===== config.mk =====
export PLATFORM = sky130hd
export DESIGN_NAME = integer_to_roman_numeral_core_flat
export DESIGN_NICKNAME = d
export VERILOG_FILES = /design/src/design/rn_pkg.sv /design/src/design/rn_if.sv /design/src/design/rn_front.sv /design/src/design/rn_queue.sv /design/src/design/rn_back.sv /design/src/design/integer_to_roman_numeral_core.sv /design/src/flat_wrapper.sv
export SDC_FILE = /design/constraint.sdc
export NUM_CORES = 1
export LEC_CHECK = 0
export BUFFER_PORTS_ARGS = -buffer_cell sky130_fd_sc_hd__buf_2
export CAP_MARGIN = 30
export CORE_MARGIN = 2
export CORE_UTILIZATION = 60
export CTS_BUF_LIST = sky130_fd_sc_hd__clkbuf_4 sky130_fd_sc_hd__clkbuf_8
export DETAILED_ROUTE_END_ITERATION = 8
export GPL_TIMING_DRIVEN = 0
export PLACE_DENSITY_LB_ADDON = 0.05
export SYNTH_ARGS = -nofsm -noshare
export SYNTH_HDL_FRONTEND = slang
export SYNTH_SLANG_ARGS = --single-unit

===== constraint.sdc =====
create_clock -name clk -period 20.1 [get_ports clk]
set_input_delay 3.015 -clock clk [delete_from_list [all_inputs] [get_ports clk]]
set_output_delay 3.015 -clock clk [all_outputs]
set_load 0.01 [all_outputs]

===== src/design/rn_pkg.sv =====
`timescale 1ns / 1ps
package rn_pkg;

  localparam int unsigned VALUE_W = 13;
  localparam int unsigned CHAR_W  = 7;
  localparam int unsigned DIGIT_W = 4;
  localparam int unsigned NDIGITS = 4;
  localparam int unsigned REM_W   = VALUE_W + 1;

  typedef logic [VALUE_W-1:0] value_t;
  typedef logic [CHAR_W-1:0]  char_t;
  typedef logic [DIGIT_W-1:0] digit_t;
  typedef logic [1:0]         pos_t;
  typedef logic [REM_W-1:0]   rem_t;

  localparam value_t MAX_VALUE = 13'd4999;

  localparam pos_t POS_UNITS     = 2'd0;
  localparam pos_t POS_TENS      = 2'd1;
  localparam pos_t POS_HUNDREDS  = 2'd2;
  localparam pos_t POS_THOUSANDS = 2'd3;

  localparam char_t CHAR_NONE = 7'h00;
  localparam char_t CHAR_M    = 7'h4D;
  localparam char_t CHAR_D    = 7'h44;
  localparam char_t CHAR_C    = 7'h43;
  localparam char_t CHAR_L    = 7'h4C;
  localparam char_t CHAR_X    = 7'h58;
  localparam char_t CHAR_V    = 7'h56;
  localparam char_t CHAR_I    = 7'h49;

  typedef struct packed {
    logic                       oor;
    logic [NDIGITS-1:0][DIGIT_W-1:0] dig;
  } rn_entry_t;

  function automatic rem_t digit_weight(input pos_t pos);
    rem_t w;
    unique case (pos)
      POS_THOUSANDS: w = 14'd1000;
      POS_HUNDREDS:  w = 14'd100;
      POS_TENS:      w = 14'd10;
      default:       w = 14'd1;
    endcase
    return w;
  endfunction

  function automatic logic [2:0] digit_len(input pos_t pos, input digit_t d);
    logic [2:0] len;
    if (pos == POS_THOUSANDS) begin
      len = d[2:0];
    end else begin
      unique case (d)
        4'd1, 4'd5:               len = 3'd1;
        4'd2, 4'd4, 4'd6, 4'd9:   len = 3'd2;
        4'd3, 4'd7:               len = 3'd3;
        4'd8:                     len = 3'd4;
        default:                  len = 3'd0;
      endcase
    end
    return len;
  endfunction

  function automatic char_t sym_one(input pos_t pos);
    char_t c;
    unique case (pos)
      POS_UNITS:    c = CHAR_I;
      POS_TENS:     c = CHAR_X;
      POS_HUNDREDS: c = CHAR_C;
      default:      c = CHAR_M;
    endcase
    return c;
  endfunction

  function automatic char_t sym_five(input pos_t pos);
    char_t c;
    unique case (pos)
      POS_UNITS: c = CHAR_V;
      POS_TENS:  c = CHAR_L;
      default:   c = CHAR_D;
    endcase
    return c;
  endfunction

  function automatic char_t sym_ten(input pos_t pos);
    char_t c;
    unique case (pos)
      POS_UNITS: c = CHAR_X;
      POS_TENS:  c = CHAR_C;
      default:   c = CHAR_M;
    endcase
    return c;
  endfunction

  function automatic char_t digit_char(input pos_t pos, input digit_t d,
                                       input logic [1:0] k);
    char_t c;
    if (pos == POS_THOUSANDS) begin
      c = CHAR_M;
    end else if (d == 4'd4) begin
      c = (k == 2'd0) ? sym_one(pos) : sym_five(pos);
    end else if (d == 4'd9) begin
      c = (k == 2'd0) ? sym_one(pos) : sym_ten(pos);
    end else if (d >= 4'd5) begin
      c = (k == 2'd0) ? sym_five(pos) : sym_one(pos);
    end else begin
      c = sym_one(pos);
    end
    return c;
  endfunction

endpackage


===== src/design/rn_if.sv =====
`timescale 1ns / 1ps
interface rn_in_if;
  logic            valid;
  logic            ready;
  rn_pkg::value_t  value;

  modport source (output valid, output value, input ready);
  modport sink   (input valid, input value, output ready);
endinterface

interface rn_out_if;
  logic            valid;
  logic            ready;
  rn_pkg::char_t   numeral_char;
  logic            out_of_range;
  logic            last_char;

  modport source (output valid, output numeral_char, output out_of_range,
                  output last_char, input ready);
  modport sink   (input valid, input numeral_char, input out_of_range,
                  input last_char, output ready);
endinterface


===== src/design/rn_front.sv =====
`timescale 1ns / 1ps
module rn_front (
  input  logic              clk,
  input  logic              rst_n,
  rn_in_if.sink             in_ch,
  output logic              push,
  output rn_pkg::rn_entry_t push_entry,
  input  logic              full
);
  import rn_pkg::*;

  typedef enum logic [2:0] {
    ST_IDLE  = 3'b001,
    ST_SPLIT = 3'b010,
    ST_PUSH  = 3'b100
  } front_state_t;

  front_state_t state_r, state_nxt;
  value_t       rem_r, rem_nxt;
  pos_t         pos_r, pos_nxt;
  rn_entry_t    entry_r, entry_nxt;

  rem_t         weight;
  rem_t         thr;
  digit_t       dig;

  assign in_ch.ready = (state_r == ST_IDLE);
  assign push        = (state_r == ST_PUSH);
  assign push_entry  = entry_r;

  always_comb begin
    weight = digit_weight(pos_r);
    dig    = '0;
    thr    = '0;
    for (int k = 1; k < 10; k++) begin
      if ({1'b0, rem_r} >= REM_W'(k) * weight) begin
        dig = DIGIT_W'(k);
        thr = REM_W'(k) * weight;
      end
    end
  end

  always_comb begin
    state_nxt = state_r;
    rem_nxt   = rem_r;
    pos_nxt   = pos_r;
    entry_nxt = entry_r;
    unique case (state_r)
      ST_IDLE: begin
        if (in_ch.valid) begin
          if (in_ch.value == '0 || in_ch.value > MAX_VALUE) begin
            entry_nxt.oor = 1'b1;
            entry_nxt.dig = '0;
            state_nxt     = ST_PUSH;
          end else begin
            entry_nxt.oor = 1'b0;
            rem_nxt       = in_ch.value;
            pos_nxt       = POS_THOUSANDS;
            state_nxt     = ST_SPLIT;
          end
        end
      end
      ST_SPLIT: begin
        entry_nxt.dig[pos_r] = dig;
        rem_nxt              = rem_r - thr[VALUE_W-1:0];
        if (pos_r == POS_TENS) begin
          entry_nxt.dig[POS_UNITS] = rem_nxt[DIGIT_W-1:0];
          state_nxt                = ST_PUSH;
        end else begin
          pos_nxt = pos_r - 2'd1;
        end
      end
      ST_PUSH: begin
        if (!full) begin
          state_nxt = ST_IDLE;
        end
      end
      default: state_nxt = ST_IDLE;
    endcase
  end

  always_ff @(posedge clk) begin
    if (!rst_n) begin
      state_r <= ST_IDLE;
    end else begin
      state_r <= state_nxt;
    end
  end

  always_ff @(posedge clk) begin
    rem_r   <= rem_nxt;
    pos_r   <= pos_nxt;
    entry_r <= entry_nxt;
  end

endmodule


===== src/design/rn_queue.sv =====
`timescale 1ns / 1ps
module rn_queue (
  input  logic              clk,
  input  logic              rst_n,
  input  logic              push,
  input  rn_pkg::rn_entry_t push_entry,
  output logic              full,
  input  logic              pop,
  output rn_pkg::rn_entry_t head,
  output logic              empty
);
  import rn_pkg::*;

  rn_entry_t  slot_r [2];
  logic       wr_r, wr_nxt;
  logic       rd_r, rd_nxt;
  logic [1:0] cnt_r, cnt_nxt;
  logic       do_push, do_pop;

  assign full    = (cnt_r == 2'd2);
  assign empty   = (cnt_r == 2'd0);
  assign head    = slot_r[rd_r];
  assign do_push = push && !full;
  assign do_pop  = pop && !empty;

  always_comb begin
    wr_nxt  = do_push ? !wr_r : wr_r;
    rd_nxt  = do_pop ? !rd_r : rd_r;
    cnt_nxt = cnt_r + {1'b0, do_push} - {1'b0, do_pop};
  end

  always_ff @(posedge clk) begin
    if (!rst_n) begin
      wr_r  <= 1'b0;
      rd_r  <= 1'b0;
      cnt_r <= 2'd0;
    end else begin
      wr_r  <= wr_nxt;
      rd_r  <= rd_nxt;
      cnt_r <= cnt_nxt;
    end
  end

  always_ff @(posedge clk) begin
    if (do_push) begin
      slot_r[wr_r] <= push_entry;
    end
  end

endmodule


===== src/design/rn_back.sv =====
`timescale 1ns / 1ps
module rn_back (
  input  logic              clk,
  input  logic              rst_n,
  input  rn_pkg::rn_entry_t head,
  input  logic              empty,
  output logic              pop,
  rn_out_if.source          out_ch
);
  import rn_pkg::*;

  logic             out_valid_r, out_valid_nxt;
  char_t            out_char_r, out_char_nxt;
  logic             out_oor_r, out_oor_nxt;
  logic             out_last_r, out_last_nxt;
  logic             started_r, started_nxt;
  logic [NDIGITS-1:0] mask_r, mask_nxt;
  logic [1:0]       k_r, k_nxt;

  logic               load, emit;
  logic [NDIGITS-1:0] head_mask, eff_mask, rest_mask;
  pos_t               pos;
  digit_t             d;
  logic [2:0]         len;
  logic               end_dig, last;

  assign out_ch.valid        = out_valid_r;
  assign out_ch.numeral_char = out_char_r;
  assign out_ch.out_of_range = out_oor_r;
  assign out_ch.last_char    = out_last_r;

  always_comb begin
    for (int p = 0; p < NDIGITS; p++) begin
      head_mask[p] = (head.dig[p] != '0);
    end
    eff_mask = started_r ? mask_r : head_mask;
    if (eff_mask[3]) begin
      pos = POS_THOUSANDS;
    end else if (eff_mask[2]) begin
      pos = POS_HUNDREDS;
    end else if (eff_mask[1]) begin
      pos = POS_TENS;
    end else begin
      pos = POS_UNITS;
    end
    d         = head.dig[pos];
    len       = digit_len(pos, d);
    end_dig   = ({1'b0, k_r} + 3'd1) == len;
    rest_mask = eff_mask & ~(NDIGITS'(1) << pos);
    last      = end_dig && (rest_mask == '0);

    load = !out_valid_r || out_ch.ready;
    emit = load && !empty;
    pop  = emit && (head.oor || last);
  end

  always_comb begin
    out_valid_nxt = load ? !empty : out_valid_r;
    out_char_nxt  = out_char_r;
    out_oor_nxt   = out_oor_r;
    out_last_nxt  = out_last_r;
    started_nxt   = started_r;
    mask_nxt      = mask_r;
    k_nxt         = k_r;
    if (emit) begin
      if (head.oor) begin
        out_char_nxt = CHAR_NONE;
        out_oor_nxt  = 1'b1;
        out_last_nxt = 1'b1;
        started_nxt  = 1'b0;
        k_nxt        = 2'd0;
      end else begin
        out_char_nxt = digit_char(pos, d, k_r);
        out_oor_nxt  = 1'b0;
        out_last_nxt = last;
        if (end_dig) begin
          k_nxt       = 2'd0;
          mask_nxt    = rest_mask;
          started_nxt = !last;
        end else begin
          k_nxt       = k_r + 2'd1;
          mask_nxt    = eff_mask;
          started_nxt = 1'b1;
        end
      end
    end
  end

  always_ff @(posedge clk) begin
    if (!rst_n) begin
      out_valid_r <= 1'b0;
      started_r   <= 1'b0;
      mask_r      <= '0;
      k_r         <= 2'd0;
    end else begin
      out_valid_r <= out_valid_nxt;
      started_r   <= started_nxt;
      mask_r      <= mask_nxt;
      k_r         <= k_nxt;
    end
  end

  always_ff @(posedge clk) begin
    out_char_r <= out_char_nxt;
    out_oor_r  <= out_oor_nxt;
    out_last_r <= out_last_nxt;
  end

endmodule


===== src/design/integer_to_roman_numeral_core.sv =====
`timescale 1ns / 1ps
// Integer to Roman numeral converter.
// in_ch carries one 13-bit unsigned value per request (valid/ready). out_ch
// returns the numeral as ASCII characters, one per request, with last_char
// set on the final one. A value of zero or above 4999 gives one request with
// numeral_char 0, out_of_range 1 and last_char 1.
// The front takes a value when idle and splits a value in range into decimal
// digits, one digit per cycle by parallel threshold compares (thousands,
// hundreds, tens, with the units left as the remainder), then queues it; it
// takes no new value until the entry is pushed into the two-entry queue. The
// back emits one character per cycle from the queue head through a registered
// output while the receiver is ready; a numeral has 1 to 16 characters.
// The first character comes out of the back's output register after the
// split and the queue write. When the receiver stalls, the output holds; the
// queue fills and then the front stops taking values. Reset (rst_n low,
// synchronous) empties the queue and drops any partial numeral.
module integer_to_roman_numeral_core (
  input  logic   clk,
  input  logic   rst_n,
  rn_in_if.sink  in_ch,
  rn_out_if.source out_ch
);
  import rn_pkg::*;

  logic      push, full, pop, empty;
  rn_entry_t push_entry, head;

  rn_front u_front (
    .clk        (clk),
    .rst_n      (rst_n),
    .in_ch      (in_ch),
    .push       (push),
    .push_entry (push_entry),
    .full       (full)
  );

  rn_queue u_queue (
    .clk        (clk),
    .rst_n      (rst_n),
    .push       (push),
    .push_entry (push_entry),
    .full       (full),
    .pop        (pop),
    .head       (head),
    .empty      (empty)
  );

  rn_back u_back (
    .clk    (clk),
    .rst_n  (rst_n),
    .head   (head),
    .empty  (empty),
    .pop    (pop),
    .out_ch (out_ch)
  );

endmodule


===== src/flat_wrapper.sv =====
// flat-port wrapper written by rule: the top's interface ports become plain ports
module integer_to_roman_numeral_core_flat import rn_pkg::*;
  (clk, rst_n, in_ch_valid, in_ch_value, in_ch_ready, out_ch_valid, out_ch_numeral_char, out_ch_out_of_range, out_ch_last_char, out_ch_ready);
  rn_in_if in_ch_i ();
  rn_out_if out_ch_i ();
  input  logic clk;
  input  logic rst_n;
  input wire logic [$bits(in_ch_i.valid)-1:0] in_ch_valid;
  input wire logic [$bits(in_ch_i.value)-1:0] in_ch_value;
  output wire logic [$bits(in_ch_i.ready)-1:0] in_ch_ready;
  output wire logic [$bits(out_ch_i.valid)-1:0] out_ch_valid;
  output wire logic [$bits(out_ch_i.numeral_char)-1:0] out_ch_numeral_char;
  output wire logic [$bits(out_ch_i.out_of_range)-1:0] out_ch_out_of_range;
  output wire logic [$bits(out_ch_i.last_char)-1:0] out_ch_last_char;
  input wire logic [$bits(out_ch_i.ready)-1:0] out_ch_ready;
  assign in_ch_i.valid = in_ch_valid;
  assign in_ch_i.value = in_ch_value;
  assign in_ch_ready = in_ch_i.ready;
  assign out_ch_valid = out_ch_i.valid;
  assign out_ch_numeral_char = out_ch_i.numeral_char;
  assign out_ch_out_of_range = out_ch_i.out_of_range;
  assign out_ch_last_char = out_ch_i.last_char;
  assign out_ch_i.ready = out_ch_ready;
  integer_to_roman_numeral_core u_core (.clk(clk), .rst_n(rst_n), .in_ch(in_ch_i), .out_ch(out_ch_i));
endmodule

# Word level (Yosys, flattened, before mapping)
# Memory sizes are Yosys's and may differ from the RTL's. A register that Yosys moved wholly into a read port is not among the register bits.
# Cells that the tools add are included.
# word_totals
output_inout_bits	11
elab_cells	167
reg_bits	56
input_bits	17
mem_bits_ro	48
mem_count	2
ram_bits	34
# memory_table
memory	depth	word_bits	rd	rd_ports_with_merged_regs	write_ports	line_no	text
(name not given)	16	3	1	0	0	rn_pkg.sv:53	unique case (d)
u_core.u_queue.slot_r	2	17	1	1	1	rn_queue.sv:14	rn_entry_t slot_r [2];
# classes
muxes	66
mul	5
n_addsub	6
n_lt_le_gt_ge	14
n_shift	1
eq_ne	19
bitwise_logic	3
n_reduce_logical	32
# ops
op	count
$mux 13	11
$ge 13x14->1	9
$mux 4	13
$mux 7	7
$mux 16	2
$pmux 16 s2	1
$pmux 10 s3	1
$mul 3x10->13 const A	2
$pmux 13 s2	1
$mul 2x10->12 const A	2
$pmux 5 s2	2
$bwmux 16	1
$reduce_bool 4->1	4
$mux 3	5
$pmux 5 s3	1
$mul 4x10->14 const A	1
$mux 2	7
$gt 13x13->1 const B	1
$logic_not 13->1	1
$sub 13x13->13	1
$eq 2x2->1 const B	5
$mux 1	10
$ne 2x2->1 const B	5
$pmux 3 s3	1
other kinds (33)	52

# Logic depth before layout (Yosys ltp)
# Gate-level depths: netlist of run 1.
# An unclocked memory read counts as a cell.
# logic_depth
word_depth	16
mapped_depth	30
ltp_nobuf	30

# Modules after synthesis
# A second synthesis of run 1 with hierarchy kept.
# unflattened
cells_unflattened	854
area_unflattened_um2	8005.2
# by_module_without_submodules
module	cells_per_inst	area_each_um2	n_inst	seq_area_each_um2
rn_front	614	5111.2	1	1021.0
rn_queue	80	1515.2	1	1121.1
rn_back	160	1378.8	1	400.4

# Least setup slack after synthesis of run 1
# OpenSTA, ideal clock, no wires.
# synth_path
path_type	reg-to-reg
from	reg u_core.u_front.pos_r[0]
to	reg u_core.u_front.rem_r[12] (data pin)
required_ps	19948
setup_ps	152
period_less_slack_ps	6515
t_arrival_ps	6362
n_path_buf	1
stages_incl_launch_ff	30
path_slack_ps	13585
cell_sequence	edfxtp_1 > inv_1 > ha_1 > nor2_1 > nor2_2 > ha_1 > nor2_1 > mux2_2 > a221o_1 > ha_1 > nand4_1 > nor4_1 > a2111oi_0 > o2bb2ai_1 > a31oi_1 > clkbuf_1 > nor2_1 > o31ai_1 > a21oi_1 > fa_1 > a21o_1 > a21oi_1 > o21ai_1 > a211o_1 > a31oi_1 > nor2b_1 > o21a_1 > o41ai_1 > xnor3_1 > o21ai_0
# synth_between
elab_chain_cells	14
word_cells_on_any_way	29
cone_classes	add/sub (1); mul (5); order compare (9); eq/ne (3); mux (11)
# synth_rtl
item	line_no	text
start: declaration	rn_front.sv:20	pos_t pos_r, pos_nxt;
start signal: assignment	rn_front.sv:92	pos_r <= pos_nxt;
$eq 2x1->1 / $eq 2x2->1 (equally long branches)	rn_pkg.sv:39	unique case (pos)
$pmux 10 s3 (*)	rn_pkg.sv:39	
branches (longest 9 deep; another with $ge 13x14->1)	-	
$mux 13 (*)	rn_front.sv:36	if ({1'b0, rem_r} >= REM_W'(k) * weight) begin
$sub 13x13->13 (*)	rn_front.sv:65	rem_nxt = rem_r - thr[VALUE_W-1:0];
$pmux 13 s2 (*)	rn_front.sv:48	unique case (state_r)
net u_core.u_front.rem_nxt[12]	rn_front.sv:19	value_t rem_r, rem_nxt;
end signal: assignment	rn_front.sv:91	rem_r <= rem_nxt;
end: declaration	rn_front.sv:19	
# Mark *: on every way through the listed nets, which the timed path passes.
# A chain may end at the register's enable or synchronous reset.

# Worst setup path after layout of run 1
# Ends and elaborated chain as after synthesis.

==> Implementation_results.wiki, run 1 <==
{| class="wikitable"
! Metric !! Value
|-
| Sequential share of the synthesized area || 0.326
|-
| Path length in cells of the critical path || 28
|-
| Power spent charging and discharging nets || 256 uW
|-
| Design internal power || 378 uW
|-
| Longest individual stage delay on the worst path || 0.83 ns
|-
| CP delay by family, top || compound AO/OA/AOI/OAI gates
|-
| Clock root cell || clkbuf_8
|-
| Startpoint of the lowest-slack register-to-register path || u_core.u_front.pos_r[0]$_SDFFCE_PN1P_
|-
| Setup violators final || 0
|-
| Latest clock arrival within the worst-skew pair || 0.38 ns
|-
| Placer Congestion || 0.959
|-
| Dominant cell type by area after synthesis || edfxtp_1
|-
| Class of the most critical setup path || flip-flop to flip-flop
|-
| P per Cell Area || 75.6 nW/um2
|-
| Number of hold violations in the final report || 0
|-
| Run status || complete, no violations
|-
| Count of antenna diodes in the layout || 0
|-
| Avg Cell Area, Syn || 9.11 um2
|-
| Clock tree from TritonCTS || yes
|-
| Worst Path Buf+Inv || 3
|-
| CP Data Required Time || 20.32 ns
|-
| Share of the synthesized area in compound gates (AO/OA/AOI/OAI) || 0.231
|-
| Final layout net count || 1006
|-
| Number of placed cells counting well taps || 1060
|-
| Total global routing track utilization || 0.323
|-
| XOR/XNOR Fraction of Synth Area || 0.0231
|-
| Fraction of final layout cells with drive strength greater than 1 || 0.108
|-
| Final cell count without fillers || 1076
|-
| Simple-gate share of the synthesized area || 0.191
|-
| Vias || 7080
|-
| CTS Hold Bufs || 0
|-
| CP Capture Type || flip-flop
|-
| Number of gates given a new drive strength after cts || 0
|-
| Depth of the most critical reg-to-reg path || 28
|-
| Adder and majority gate portion of the synthesized area || 0.149
|-
| Portion of netlist area occupied by mux cells || 0.0420
|-
| Clock power frac || 0.194
|-
| Relative slew slack || 0.303
|-
| Cell count after synthesis || 857
|-
| Biggest fanout along the worst timing path || 10
|-
| Critical path launch point type || flip-flop
|-
| Synthesized area || 7810 um2
|-
| Switching share of power || 0.404
|-
| Worst ir drop on vdd || 0.0391 mV
|-
| Setup skew after layout || 0.0191 ns
|-
| Final wirelength || 22600 um
|-
| Sinks on the clock net || 90
|-
| Unrepaired setup endpoints after global routing || no
|-
| Source of the worst hold timing path || u_core.u_front.push_entry[16]$_DFFE_PP_
|-
| Wire length of the first global-routing pass || 35900 um
|-
| Post-CTS setup buffers || 0
|-
| Number of clock buffers inserted by TritonCTS || 9
|-
| Number of nets with antenna violations after routing || 0
|-
| Antenna violations before repair || 0
|-
| Fraction of post-synthesis cell area in the top cell type by area || 0.285
|-
| Number of synthesized flops with an enable pin || 74
|-
| Starting utilization of the core area || 0.616
|-
| Initial drt markers || 666
|-
| Part of the total power dissipated in sequential elements || 0.376
|-
| Maximum number of pins on one net before global-route repair || 19
|-
| Cell types occupying the most area after synthesis || edfxtp_1 (28%), ha_1 (14%), dfxtp_1 (4.1%), nand2_1 (4.0%), a21oi_1 (4.0%)
|-
| Pin slew with the least headroom to its limit || 1.04 ns
|-
| Min-Delay Path Depth || 0
|-
| GRT overflow || 0
|-
| Number of max-slew violations in the final report || 0
|-
| Fraction of power consumed by combinational cells || 0.430
|-
| Standard cell with the maximum stage delay on the critical path || nor4_1
|-
| Combinational family with the most area after synthesis || compound AO/OA/AOI/OAI gates
|-
| Synth Register Bits || 90
|-
| Floorplan Core Area || 12700 um2
|-
| Top flip-flop cell by instance count after synthesis || edfxtp_1
|-
| Nets in the synthesized netlist || 964
|-
| Crit path time final || 8.34 ns
|-
| Register-to-Register Setup Slack || 11.76 ns
|-
| Vias in the first global route || 6974
|-
| Leak || 3.32 nW
|-
| Max-cap violations || 0
|-
| DIE HEIGHT || 118 um
|-
| First-pass DRT Iterations || 7
|-
| Tcrit/Tclk final || 0.415
|-
| Number of top-level pins || 28
|-
| Path class of the lowest-slack min-delay path || flip-flop to flip-flop
|-
| Final-layout worst hold slack || 0.472 ns
|-
| WP data arrival || 8.56 ns
|-
| Reg-to-Reg End || u_core.u_front.rem_r[12]$_DFFE_PP_
|-
| Average detailed-routed wire length per instance || 21.0 um
|-
| Average via count per standard cell || 6.58
|-
| Synth-to-Final Area Change || 7.32%
|-
| Clock transition at the registers of the reported paths || 0.11 ns
|-
| Warnings, synthesis || 0
|-
| Final-layout setup total negative slack || 0 ns
|-
| Fmax || 0.120 GHz
|-
| Clock Tree Buf Depth || 2
|-
| Floorplan die width || 118 um
|-
| Area of the die || 13900 um2
|-
| Post-DP HPWL || 17600 um
|-
| Deepest level of the CTS H-tree || 3
|-
| Async SR Flop Fraction || 0
|-
| Unique masters post-synth || 97
|-
| Std cell rows || 41
|-
| Input/output buffers || 26
|-
| Remaining DRCs || 0
|-
| Hold-critical path endpoint || u_core.u_queue.slot_r[1][16]$_DFFE_PP_
|}
-- cell usage after synthesis (7+ instances only) --
cell / instances
a211oi_1: 7
a21o_1: 15
a21oi_1: 62
a31oi_1: 10
and2_1: 8
and3_1: 7
clkbuf_1: 20
dfxtp_1: 16
edfxtp_1: 74
ha_1: 88
inv_1: 32
mux2i_1: 26
nand2_1: 84
nand2b_1: 13
nand3_1: 25
nand4_1: 8
nor2_1: 73
nor2b_1: 15
nor3_1: 20
nor4_1: 10
o211ai_1: 8
o21a_1: 12
o21ai_0: 57
o221ai_1: 7
xnor2_1: 12
-- worst reg2reg max path, delay by kind of cell (launching register included) --
kind | cells | cell delay (ns)
compound gates | 15 | 3.38
flops | 1 | 0.52
fa+ha+maj | 4 | 1.70
xor+xnor | 1 | 0.39
buf+inv | 3 | 0.84
simple gates | 5 | 1.38
-- power groups by stage --
| stage | registers (mW) | logic [mW] | clock network (mW) |
|---|---|---|---|
| 2_1_floorplan | 0.236 | 0.202 | 0 |
| 3_3_place_gp | 0.241 | 0.256 | 0 |
| 3_5_place_dp | 0.242 | 0.266 | 0 |
| 4_1_cts | 0.238 | 0.268 | 0.123 |
| 5_1_grt | 0.239 | 0.299 | 0.131 |
| 6_report | 0.238 | 0.273 | 0.123 |
-- how the worst max path moves through the flow --
stage	slack [ns]	from	end
2_1_floorplan	13.59	u_core.u_front.pos_r[0]$_SDFFCE_PN1P_	u_core.u_front.rem_r[12]$_DFFE_PP_
3_3_place_gp	12.19	u_core.u_front.pos_r[0]$_SDFFCE_PN1P_	u_core.u_front.rem_r[12]$_DFFE_PP_
3_5_place_dp	12.00	u_core.u_front.pos_r[0]$_SDFFCE_PN1P_	u_core.u_front.rem_r[12]$_DFFE_PP_
5_1_grt	11.39	u_core.u_front.pos_r[0]$_SDFFCE_PN1P_	u_core.u_front.rem_r[12]$_DFFE_PP_
6_report	11.76	u_core.u_front.pos_r[0]$_SDFFCE_PN1P_	u_core.u_front.rem_r[12]$_DFFE_PP_
4_1_cts	11.96	u_core.u_front.pos_r[0]$_SDFFCE_PN1P_	u_core.u_front.rem_r[12]$_DFFE_PP_
-- metrics by stage --
| stage | power (mW) | setup slack, ns | instance area [um2] | utilization |
|---|---|---|---|---|
| after global placement | 0.497 | 12.19 | 8150 | 0.643 |
| after detailed placement | 0.508 | 12.00 | 8190 | 0.646 |
| after floorplan | 0.438 | 13.59 | 7810 | - |
| final | 0.634 | 11.76 | 8380 | 0.661 |
| after CTS | 0.629 | 11.96 | 8380 | 0.661 |
| after global routing | 0.670 | 11.39 | 8380 | 0.661 |
-- placed cells by master (no fill, tap or decap), drive strengths merged, types with 20 or more instances in the layout --
master | Yosys | layout
buf | 12 | 43
nand2 | 84 | 84
a21oi | 64 | 64
o21ai | 61 | 61
clkbuf | 21 | 30
ha | 88 | 88
mux2i | 26 | 26
inv | 32 | 37
nor3 | 20 | 20
nor2 | 74 | 74
nand3 | 25 | 25
edfxtp | 74 | 74
-- sequential cells by signal, summed over array words and instances, names as in the netlist, 2 cells and up, named ones only --
name	count
u_core.u_front.push_entry	17
u_core.u_back.mask_r	4
u_core.u_back.out_ch.numeral_char	6
u_core.u_front.state_r	3
u_core.u_queue.slot_r	34
u_core.u_back.k_r	2
u_core.u_queue.cnt_r	2
u_core.u_front.pos_r	2
u_core.u_front.rem_r	13
-- cells by family after synthesis --
logic type / after synthesis
AND/OR/NAND/NOR: 297
AO/OA/AOI/OAI: 260
adder cells (fa/ha/maj): 92
flip-flops: 90
buffers and inverters: 66
multiplexers: 32
XOR/XNOR: 19
other: 1
-- per-layer routing --
metal  up-vias  GRT usage  part of all wire
li1       3339          -                 -
met1      3365      0.384              0.40
met2       289      0.572              0.50
met3        87     0.0315             0.051
met4         0      0.171             0.054
met5         -          0                 0
-- cell type report --
class | instances | area, um2
inverter | 33 | 124
multi-input combinational | 701 | 4960
clock inverter | 7 | 67.6
fill | 1055 | 4290
clock buffer | 9 | 124
buffer | 33 | 176
tap | 172 | 215
sequential | 90 | 2540
timing repair buffer | 31 | 165
Note: power is estimated with default switching activity, not from simulation.
==> run 2, diff against run 1 <==
Settings changed: ABC_AREA from default to 1.
Clock period 20.1 ns to 8 ns, I/O delays scaled along.
==> run 2 against run 1 <==
- critical endpoint unchanged
- power rose to 6.0 times the previous value
- worst setup slack got worse by 11 ns
- global-route usage fell by 2.6 points
- utilization fell by 0.62 points
- clock-buffer cell count did not move
- via count fell by 3.0%
- sequential cell count did not move
- non-clock buffer count fell by 15
- die area fell by 2.0%
- synthesized cell count rose by 17%
- largest cell class unchanged
- critical path depth rose by 10
==> Implementation_results.wiki, run 2 <==
{| class="wikitable"
! Metric !! Value
|-
| Run status || complete, no violations
|-
| First-pass DRT Iterations || 5
|-
| Cell count after synthesis || 1004
|-
| Post-CTS setup buffers || 0
|-
| Standard cell with the maximum stage delay on the critical path || edfxtp_1
|-
| CTS Hold Bufs || 0
|-
| Critical Path End || u_core.u_front.rem_r[12]$_DFFE_PP_
|-
| Path length in cells of the critical path || 38
|-
| Nets in the synthesized netlist || 1111
|-
| Critical path launch point type || flip-flop
|-
| Final Power || 3.78 mW
|-
| Biggest fanout along the worst timing path || 12
|-
| Fmax || 0.141 GHz
|-
| Clock transition at the registers of the reported paths || 0.10 ns
|-
| Vias || 6865
|-
| Final wirelength || 19900 um
|-
| Count of antenna diodes in the layout || 0
|-
| CP Capture Type || flip-flop
|-
| Average detailed-routed wire length per instance || 16.3 um
|-
| Remaining DRCs || 0
|-
| Number of nets with antenna violations after routing || 0
|-
| Dominant cell type by area after synthesis || edfxtp_1
|-
| Final-layout setup total negative slack || 0 ns
|-
| Latest clock arrival within the worst-skew pair || 0.37 ns
|-
| Worst setup path startpoint || u_core.u_front.pos_r[0]$_SDFFCE_PN1P_
|-
| Final layout net count || 1149
|-
| Final cell count without fillers || 1219
|-
| Fraction of post-synthesis cell area in the top cell type by area || 0.291
|-
| Startpoint of the lowest-slack register-to-register path || u_core.u_front.pos_r[0]$_SDFFCE_PN1P_
|-
| Cell type with the highest occurrence count on the critical path || nand2_1
|-
| Area occupied by multi-input gates || 4530 um2
|-
| Worst ir drop on vdd || 0.513 mV
|-
| Avg Cell Area, Syn || 7.62 um2
|-
| Finished Core Util || 0.655
|-
| Synth Register Bits || 90
|-
| Final-layout worst hold slack || 0.455 ns
|-
| Placer Congestion || 0.980
|-
| Path class of the lowest-slack min-delay path || flip-flop to flip-flop
|-
| Max-cap violations || 0
|-
| Clock Tree Buf Depth || 2
|-
| Std cell rows || 41
|-
| Floorplan Core Area || 12500 um2
|-
| Reg-to-Reg End || u_core.u_front.rem_r[12]$_DFFE_PP_
|-
| CP delay by family, top || buffers and inverters
|-
| Unrepaired setup endpoints after global routing || no
|-
| Number of synthesized flops with an enable pin || 74
|-
| Antenna violations before repair || 0
|-
| Clock root cell || clkbuf_8
|-
| Average via count per standard cell || 5.63
|-
| Starting utilization of the core area || 0.611
|-
| Worst Path Buf+Inv || 8
|-
| Number of hold violations in the final report || 0
|-
| Crit path time final || 7.07 ns
|-
| Depth of the most critical reg-to-reg path || 38
|-
| Total global routing track utilization || 0.297
|-
| Maximum number of pins on one net before global-route repair || 19
|-
| Number of gates given a new drive strength after cts || 0
|-
| Pin slew with the least headroom to its limit || 1.06 ns
|-
| Synthesized area || 7650 um2
|-
| Most common cell after layout, fill and taps aside || nand2_1
|-
| Setup skew after layout || 0.0136 ns
|-
| Relative slew slack || 0.295
|-
| Wire length of the first global-routing pass || 31000 um
|-
| DIE HEIGHT || 117 um
|-
| Floorplan die width || 117 um
|-
| Initial drt markers || 596
|-
| Dominant cell by count in the synthesized netlist || nand2_1
|-
| Deepest level of the CTS H-tree || 3
|-
| Top library cells by usage in the layout, fill and taps aside || nand2_1 (242), inv_1 (108), ha_1 (88), a21oi_1 (84), nor2_1 (76)
|-
| Cell types occupying the most area after synthesis || edfxtp_1 (29%), ha_1 (14%), nand2_1 (12%), a21oi_1 (5.6%), inv_1 (5.3%)
|-
| P per Cell Area || 461 nW/um2
|-
| Synth-to-Final Area Change || 7.25%
|-
| Post-DP HPWL || 15600 um
|-
| Vias in the first global route || 6203
|-
| Top flip-flop cell by instance count after synthesis || edfxtp_1
|-
| Number of top-level pins || 28
|-
| WP data arrival || 7.22 ns
|-
| Sequential share of the synthesized area || 0.333
|-
| Layout filler cell count || 1197
|-
| Commonest cells post-synth || nand2_1 (242), inv_1 (108), ha_1 (88), a21oi_1 (85), nor2_1 (76)
|-
| Clock tree from TritonCTS || yes
|-
| CP Data Required Time || 8.14 ns
|-
| Max FFs per register || 34
|-
| Biggest register || u_core.u_queue.slot_r
|-
| Register-to-Register Setup Slack || 0.93 ns
|-
| Number of max-slew violations in the final report || 0
|-
| Async SR Flop Fraction || 0
|-
| GRT overflow || 0
|-
| Class of the most critical setup path || flip-flop to flip-flop
|-
| Sinks on the clock net || 90
|-
| Warnings, synthesis || 0
|-
| Unique masters post-synth || 58
|-
| Longest individual stage delay on the worst path || 0.54 ns
|-
| Input/output buffers || 25
|-
| Tcrit/Tclk final || 0.884
|-
| Setup violators final || 0
|-
| Number of clock buffers inserted by TritonCTS || 9
|-
| Leak || 3.86 nW
|-
| Fraction of final layout cells with drive strength greater than 1 || 0.0965
|-
| Sequential Area || 2540 um2
|-
| Area of the die || 13700 um2
|-
| Number of placed cells counting well taps || 1203
|}
## run 2: cell types whose count changed in the layout (fill, tap and decap cells not counted), moves of 17 or more
| cell | delta |
|---|---|
| nand2_1 | +158 |
| mux2i_1 | -26 |
| o21ai_0 | +17 |
| inv_1 | +76 |
| nand3_1 | +17 |
| a21oi_1 | +22 |
## run 2: how the worst min path moves through the flow
stage / from / endpoint / slack [ns] / cells past startpoint
6_report: u_core.u_front.push_entry[16]$_DFFE_PP_ / u_core.u_queue.slot_r[1][16]$_DFFE_PP_ / 0.46 / 0
2_1_floorplan: u_core.u_front.push_entry[16]$_DFFE_PP_ / u_core.u_queue.slot_r[0][16]$_DFFE_PP_ / 0.42 / 0
3_5_place_dp: u_core.u_front.push_entry[16]$_DFFE_PP_ / u_core.u_queue.slot_r[1][16]$_DFFE_PP_ / 0.44 / 0
4_1_cts: u_core.u_front.push_entry[16]$_DFFE_PP_ / u_core.u_queue.slot_r[1][16]$_DFFE_PP_ / 0.46 / 0
5_1_grt: u_core.u_front.push_entry[16]$_DFFE_PP_ / u_core.u_queue.slot_r[1][16]$_DFFE_PP_ / 0.47 / 0
3_3_place_gp: u_core.u_front.push_entry[16]$_DFFE_PP_ / u_core.u_queue.slot_r[1][16]$_DFFE_PP_ / 0.44 / 0
## run 2: cell type report
class,count,area share
Timing Repair Buffer,27,0.0171
Multi-Input combinational cell,773,0.553
Buffer,22,0.0151
Clock buffer,9,0.0151
Sequential cell,90,0.310
Tap cell,172,0.0262
Inverter,119,0.0551
Clock inverter,7,0.00870
## run 2: report_power, final
group	internal (mW)	switching, mW	total (mW)	leakage (nW)
Sequential	0.731	0.179	0.910	0.815
Combinational	0.907	1.66	2.56	2.94
Clock	0.123	0.183	0.306	0.103
## run 2: per-layer routing
metal  wire length [um]  GRT usage  vias to the layer above
met3                908     0.0345                       61
met5                  0          0                        -
met4               1040      0.149                        0
met2               9450      0.508                      215
li1                   -          -                     3519
met1               8470      0.373                     3070
## run 2: stage by stage
step | worst slack [ns] | instance area [um2]
final | 0.926 | 8200
after global routing | 0.477 | 8200
after CTS | 1.01 | 8200
after detailed placement | 1.00 | 8010
after global placement | 1.07 | 7990
after floorplan | 2.38 | 7650
## run 2: cell families (layout without fill, tap and decap cells)
family | after synthesis | after routing | synth area share
other cells | 1 | 1 | 0.000490
simple gates | 439 | 439 | 0.255
buf+inv | 141 | 184 | 0.0753
xor+xnor | 17 | 17 | 0.0205
fa+ha+maj | 90 | 90 | 0.149
flops | 90 | 90 | 0.333
compound gates | 226 | 226 | 0.167
